<file path="src/sv/ptc_pkg.sv">
package ptc_pkg;

    localparam int unsigned WORD_W = 32;
    localparam int unsigned DIV_STAGES = 32;

    localparam logic [1:0] REG_TEMP_CAL  = 2'd0;
    localparam logic [1:0] REG_PRESS_LO  = 2'd1;
    localparam logic [1:0] REG_PRESS_HI  = 2'd2;
    localparam logic [1:0] REG_PRESS_NINE = 2'd3;

    localparam logic [31:0] FINE_OFFSET  = 32'd64000;
    localparam logic [31:0] PRESS_BASE   = 32'd1048576;
    localparam logic [31:0] PRESS_SCALE  = 32'd3125;
    localparam logic [31:0] P1_BIAS      = 32'd32768;
    localparam logic [31:0] SIGN_LIMIT   = 32'h8000_0000;
    localparam logic [31:0] ROUND_HALF   = 32'd128;
    localparam logic [19:0] PRESS_MAX    = 20'hFFFFF;

    // calibration words, already extended to 32 bits
    typedef struct packed {
        logic [31:0] t1;
        logic [31:0] t2;
        logic [31:0] t3;
        logic [31:0] p1;
        logic [31:0] p2;
        logic [31:0] p3;
        logic [31:0] p4;
        logic [31:0] p5;
        logic [31:0] p6;
        logic [31:0] p7;
        logic [31:0] p8;
        logic [31:0] p9;
    } calib_t;

    // side data that rides along with the divider
    typedef struct packed {
        logic signed [15:0] temperature_centi;
        logic               dbl;
        logic               pvalid;
    } side_t;

    function automatic logic [31:0] asr(input logic [31:0] x, input int unsigned n);
        asr = $unsigned($signed(x) >>> n);
    endfunction

    function automatic logic [31:0] sx16(input logic [15:0] v);
        sx16 = {{16{v[15]}}, v};
    endfunction

endpackage

</file>
<file path="src/sv/ptc_back.sv">
module ptc_back
    import ptc_pkg::*;
(
    input  logic               clk,
    input  logic               rst_n,
    input  logic               en,
    input  calib_t             cal,
    input  logic               in_valid,
    input  logic [31:0]        quotient,
    input  side_t              in_side,
    output logic               out_valid,
    output logic signed [15:0] temperature_centi,
    output logic [19:0]        pressure_pa,
    output logic               pressure_valid
);

    logic [2:0]  vld_reg;
    logic [31:0] p1_reg, p2_reg;
    logic [31:0] sqy_reg, m8a_reg, m8b_reg, m9_reg;
    side_t       s1_reg, s2_reg;
    logic signed [15:0] tout_reg;
    logic [19:0] pout_reg;
    logic        pv_reg;

    logic [31:0] p_next, r_next, y0;
    logic [19:0] sat_next;

    always_comb
    begin
        p_next = in_side.dbl ? (quotient << 1) : quotient;
        y0     = p_next >> 3;
        r_next = p2_reg + asr(asr(m9_reg, 12) + asr(m8b_reg, 13) + cal.p7, 4);
        sat_next = (r_next > {12'd0, PRESS_MAX}) ? PRESS_MAX : r_next[19:0];
    end

    always_ff @(posedge clk or negedge rst_n)
    begin
        if (!rst_n)
            vld_reg <= '0;
        else if (en)
            vld_reg <= {vld_reg[1:0], in_valid};
    end

    always_ff @(posedge clk)
    begin
        if (en)
        begin
            p1_reg   <= p_next;
            sqy_reg  <= y0 * y0;
            m8a_reg  <= (p_next >> 2) * cal.p8;
            s1_reg   <= in_side;
            p2_reg   <= p1_reg;
            m9_reg   <= cal.p9 * (sqy_reg >> 13);
            m8b_reg  <= m8a_reg;
            s2_reg   <= s1_reg;
            tout_reg <= s2_reg.temperature_centi;
            pout_reg <= s2_reg.pvalid ? sat_next : 20'd0;
            pv_reg   <= s2_reg.pvalid;
        end
    end

    assign out_valid         = vld_reg[2];
    assign temperature_centi = tout_reg;
    assign pressure_pa       = pout_reg;
    assign pressure_valid    = pv_reg;

endmodule
</file>
<file path="config.mk">
export PLATFORM = sky130hd
export DESIGN_NAME = ptc_back
export DESIGN_NICKNAME = d
export VERILOG_FILES = /design/src/sv/ptc_pkg.sv /design/src/sv/ptc_back.sv
export SDC_FILE = /design/constraint.sdc
export NUM_CORES = 2
export LEC_CHECK = 0
export ABC_AREA = 1
export BUFFER_PORTS_ARGS = -buffer_cell sky130_fd_sc_hd__buf_2
export CAP_MARGIN = 10
export CORE_MARGIN = 2
export CORE_UTILIZATION = 35
export DETAILED_ROUTE_END_ITERATION = 7
export PLACE_DENSITY = 0.63
export SLEW_MARGIN = 40
export SYNTH_ARGS = -nofsm -noshare
export SYNTH_HDL_FRONTEND = slang
export SYNTH_SLANG_ARGS = --single-unit
</file>
<file path="constraint.sdc">
create_clock -name clk -period 7.01 [get_ports clk]
set_clock_uncertainty 0.15 [all_clocks]
set_input_delay 0.701 -clock clk [delete_from_list [all_inputs] [get_ports clk]]
set_output_delay 0.701 -clock clk [all_outputs]
set_load 0.03 [all_outputs]
</file>
Yosys cells after proc, flatten, opt, wreduce, memory -nomap -nowiden. Index checks and enable logic that the tools add are counted.

Register bits after elaboration: 266. Input port bits: 438. Output and inout port bits: 38. Word-level logic and storage cells: 24.

Add/sub/neg operators: 3. $mul: 3. Order comparisons: 1. Muxes and demuxes: 2.

Operator list (count): 32-bit adder (2); 32-bit by 20-bit greater-than comparator with 1-bit output (second input constant) (1); 29-bit by 29-bit multiplier with 32-bit output (1); 30-bit by 32-bit multiplier with 32-bit output (1); 32-bit by 19-bit multiplier with 32-bit output (1); 32-bit 2-to-1 mux (1); 20-bit by 19-bit adder with 21-bit output (1); 20-bit 2-to-1 mux (1).

Longest topological paths before layout.
Word-level depth: 5. Depth in mapped cells: 39. Mapped depth without buffers: 38.

Worst setup path after synthesis. OpenSTA, ideal clock, no wires.

Path type: input to register. Start point: in in_side[1] in the netlist's numbering. End point: reg sqy_reg[27], data pin. Library setup time: 0.261 ns. Data arrival time: 7.465 ns. Data required time: 6.599 ns. Slack: -0.866 ns. Stages: 32. Path buffers: 4. Cell sequence: buf_6 -> buf_4 -> nand2_1 -> nand2_1 -> inv_1 -> clkbuf_1 -> buf_1 -> nand2_1 -> fa_1 -> inv_1 -> fa_1 -> fa_1 -> inv_1 -> fa_1 -> inv_1 -> fa_1 -> inv_1 -> fa_1 -> inv_1 -> fa_1 -> fa_1 -> ha_1 -> nand2_1 -> nor2_1 -> inv_1 -> nor3_1 -> inv_1 -> o221a_2 -> nand2_1 -> nand2_1 -> nand2_1 -> xor2_1.

Word-level cells in the longest chain between the ends: 2.

Ends and longest elaborated chain: start, declared (line ptc_back.sv:10) `input side_t in_side,`; 32-bit 2-to-1 mux (line ptc_back.sv:30) `p_next = in_side.dbl ? (quotient << 1) : quotient;`; named net p_next[13] (line ptc_back.sv:25) `logic [31:0] p_next, r_next, y0;`; 29-bit by 29-bit multiplier with 32-bit output (line ptc_back.sv:49) `sqy_reg <= y0 * y0;`; end signal, assigned (line ptc_back.sv:49); end, declared (line ptc_back.sv:19) `logic [31:0] sqy_reg, m8a_reg, m8b_reg, m9_reg;`.

The timed path passes the listed nets, and every way through them passes these cells. A chain may end at the register's enable or synchronous reset.

Final worst setup path.
Start point: in in_side[1] in the netlist's numbering. End point: reg m8a_reg[27], data pin.

Word-level cells in the longest chain between the ends: 2.

Ends and longest elaborated chain: 32-bit 2-to-1 mux (line ptc_back.sv:30); 30-bit by 32-bit multiplier with 32-bit output (line ptc_back.sv:50) `m8a_reg <= (p_next >> 2) * cal.p8;`; end signal, assigned (line ptc_back.sv:50); end, declared (line ptc_back.sv:19).

Every way passes these cells.

==> impl_metrics.py <==
metrics = {
    "synthesis": {
        "netlist_area_um2": 53600,
        "ys_seq_area_share_pct": 12.0,
        "yosysTopAreaCell": "fa_1",
        "synth.avg_cell_area_um2": 8.33,
        "synth_area_leaders": "fa_1 (42%), edfxtp_1 (12%), inv_1 (12%)",
        "synthCells": 6431,
        "netlist.area_leader.share_pct": 41.9,
        "synth_nets": 8374,
        "ys_ff_latch": 215,
        "ys_warn_count": 0,
        "synth_flop_cell": "edfxtp_1",
        "synth-edff-count": 212,
        "async_reset_ff_share_pct": 1.40,
        "synth_cell_types": 53,
    },
    "setup_path": {
        "cp_top_family": "adder cells",
        "start_kind": "primary input",
        "crit_arrival_ns": 7.11,
        "rr_worst_depth": 20,
        "critPathMaxFanout": 6,
        "critical_path.most_common_cell": "fa_1",
        "slowest_stage": "fa_1",
        "worstPathRequired_ns": 7.15,
        "crit_type": "in -> reg",
        "endpoint_kind": "register",
        "rr_endpoint": "m9_reg[31]",
        "worstPathCellList": "buf_12 > clkbuf_16 > o21ai_4 > buf_12 > buf_12 > nand2_1 > fa_1 > inv_2 > fa_2 > fa_2 > fa_1 > fa_1 > fa_1 > fa_1 > fa_1 > ha_4 > nand2_4 > nor2_4 > nand4_1 > buf_4 > o211ai_1 > buf_4 > a21oi_4 > xnor2_2",
        "critPathBufInv": 7,
        "reg2reg_from": "sqy_reg[18]",
        "r2r_slack_ns": 0.44,
        "cp_slowest_stage_delay_ns": 0.62,
    },
    "run": {
        "max_cap_viol_count": 0,
    },
    "cells_and_area": {
        "nNetsFinal": 9125,
        "layout_common_cells": "inv_1 (1608), nand2_1 (1373), fa_1 (1051)",
        "syn2layout_area_growth_pct": 23.0,
        "fillCellCount": 14900,
        "final_common_cell": "inv_1",
        "drive_above_1_share_pct": 20.4,
    },
    "status": {
        "status": "finished, final reports clean",
    },
    "drt": {
        "viasPerCell": 4.80,
        "top_layer_used": "met5",
        "drt_wl_total_um": 171000,
        "dr.pass1.iters": 6,
        "drt-met1-wl_um": 72800,
        "drtIter0Drc": 2933,
        "drc_errors": 0,
        "wl_per_cell_um": 18.5,
        "vias": 44300,
        "detail-route-antenna-nets": 0,
        "wl_met3_um": 12600,
        "wl_met2_um": 78900,
    },
    "placed_design": {
        "dp_hpwl_um": 146000,
        "gp_congestion": 1.01,
        "numPortBuffers": 187,
    },
    "clocking": {
        "htree_levels": 1,
        "cts_buffers": 26,
        "cts_tree": "done",
        "cts.path.max_buffers": 3,
        "clock-sinks": 215,
        "clock_latency_ns": 0.56,
        "cts.clk_slew.worst_paths_ns": 0.06,
        "cts-root-buf": "clkbuf_16",
    },
    "worst_hold_path": {
        "hold_start": "in_side[6]",
        "hp-class": "in -> reg",
        "hold_end": "s1_reg[6]",
        "whs_path_depth": 1,
    },
    "die": {
        "die_area_um2": 156000,
        "start_util_pct": 35.3,
        "coreArea_um2": 152000,
        "die_y_um": 395,
        "fp.dieW_um": 395,
        "pin_count": 476,
        "rows": 143,
    },
    "timing": {
        "relSlewSlack_pct": 47.1,
        "fmaxAchievable_mhz": 144,
        "setup_viol": 0,
        "tightest_slew_ns": 0.794,
        "tns_ns": 0,
        "rsz0062_at_grt": "yes",
        "finalCriticalPeriod_ns": 6.96,
        "hold_violations": 0,
        "drv_slew": 0,
        "post-route-period-util_pct": 99.4,
    },
    "global_routing": {
        "grt_max_degree": 161,
        "grt_pass1_vias": 46600,
        "grt_antenna_before_repair": 7,
        "grt-ovfl-total": 0,
        "grt_util_all_layers_pct": 21.8,
        "grt_first_pass_wirelength_um": 264000,
    },
}
## routing by layer
metal	global-route usage [%]	vias up
met5	0	-
met4	6.48	2
met3	2.99	322
met2	35.8	1573
met1	29.8	22100
li1	-	20300
## logic make-up (layout without fill, tap and decap cells)
logic type,after synthesis,count (layout),synth area share (%)
xor+xnor,179,179,2.93
compound gates,380,380,4.11
mux,1,1,0.0210
buf+inv,1887,2658,13.4
simple gates,2264,2264,16.7
other cells,0,1,0
fa+ha+maj,1505,1505,50.9
flops,215,215,12.0
## metrics by stage
step	util, %	hold slack [ns]	worst slack [ns]	std cells	instance area, µm²
after floorplan	-	0.250	-0.247	6431	54400
after global placement	40.9	0.251	-0.922	9098	62200
after detailed placement	40.9	0.255	-0.906	9099	62200
after CTS	41.7	0.132	-0.000213	9160	63400
after global routing	43.4	0.141	-0.128	9232	65900
final	43.4	0.171	0.0453	9233	65900
## synthesized netlist by cell type (3+ instances only)
master and number:
inv_1 1652, nand2_1 1460, fa_1 1122, nor2_1 571, ha_1 383, edfxtp_1 212
a21oi_1 204, clkbuf_1 171, nand3_1 127, xor2_1 103, xnor2_1 76, o21ai_0 74
nand4_1 31, buf_1 30, nor3_1 24, o21bai_1 22, nand2_2 18, a21o_1 10
nand3b_1 10, a31oi_1 9, o21ai_2 9, buf_6 8, inv_2 8, o211ai_1 8
clkinv_1 7, nor4_1 7, o21a_1 7, o21ai_1 7, buf_2 6, nor2_2 5
a211oi_1 4, a21boi_0 4, buf_4 4, dfrtp_1 3, nand2_4 3, o2111ai_1 3
o21ai_4 3, o221ai_1 3
## timing repair
item	4_1_cts	5_1_grt
endpoints found under the hold margin	3	0
hold buffers	1	0
endpoints found under the setup margin	22	55
gates resized for setup	61	473
buffers inserted	13	66
pin swaps	27	250
gates cloned	0	6
## layout make-up
| type | count | area, µm² | area share, % |
|---|---|---|---|
| antenna | 1 | 2.50 | 0.00380 |
| clock inverter | 12 | 148 | 0.224 |
| timing repair inverter | 3 | 26.3 | 0.0399 |
| timing repair buffer | 939 | 7600 | 11.5 |
| tap | 2030 | 2540 | 3.85 |
| inverter | 1668 | 6370 | 9.66 |
| clock buffer | 36 | 708 | 1.07 |
| multi-input combinational | 4329 | 42100 | 63.8 |
| sequential | 215 | 6440 | 9.77 |
## worst max-delay path by stage
stage	start	to	slack, ns	cells past startpoint
after floorplan	in_side[1]	sqy_reg[27]	-0.25	27
after global routing	in_side[1]	sqy_reg[31]	-0.13	30
after CTS	in_side[1]	m8a_reg[27]	-0.0002	28
after detailed placement	in_side[1]	m8a_reg[27]	-0.91	24
after global placement	in_side[1]	m8a_reg[27]	-0.92	23
final	in_side[1]	m8a_reg[27]	0.05	24
Power is not shown: default switching activity piles up to over one toggle a cycle in this logic, so the estimate is an artifact.
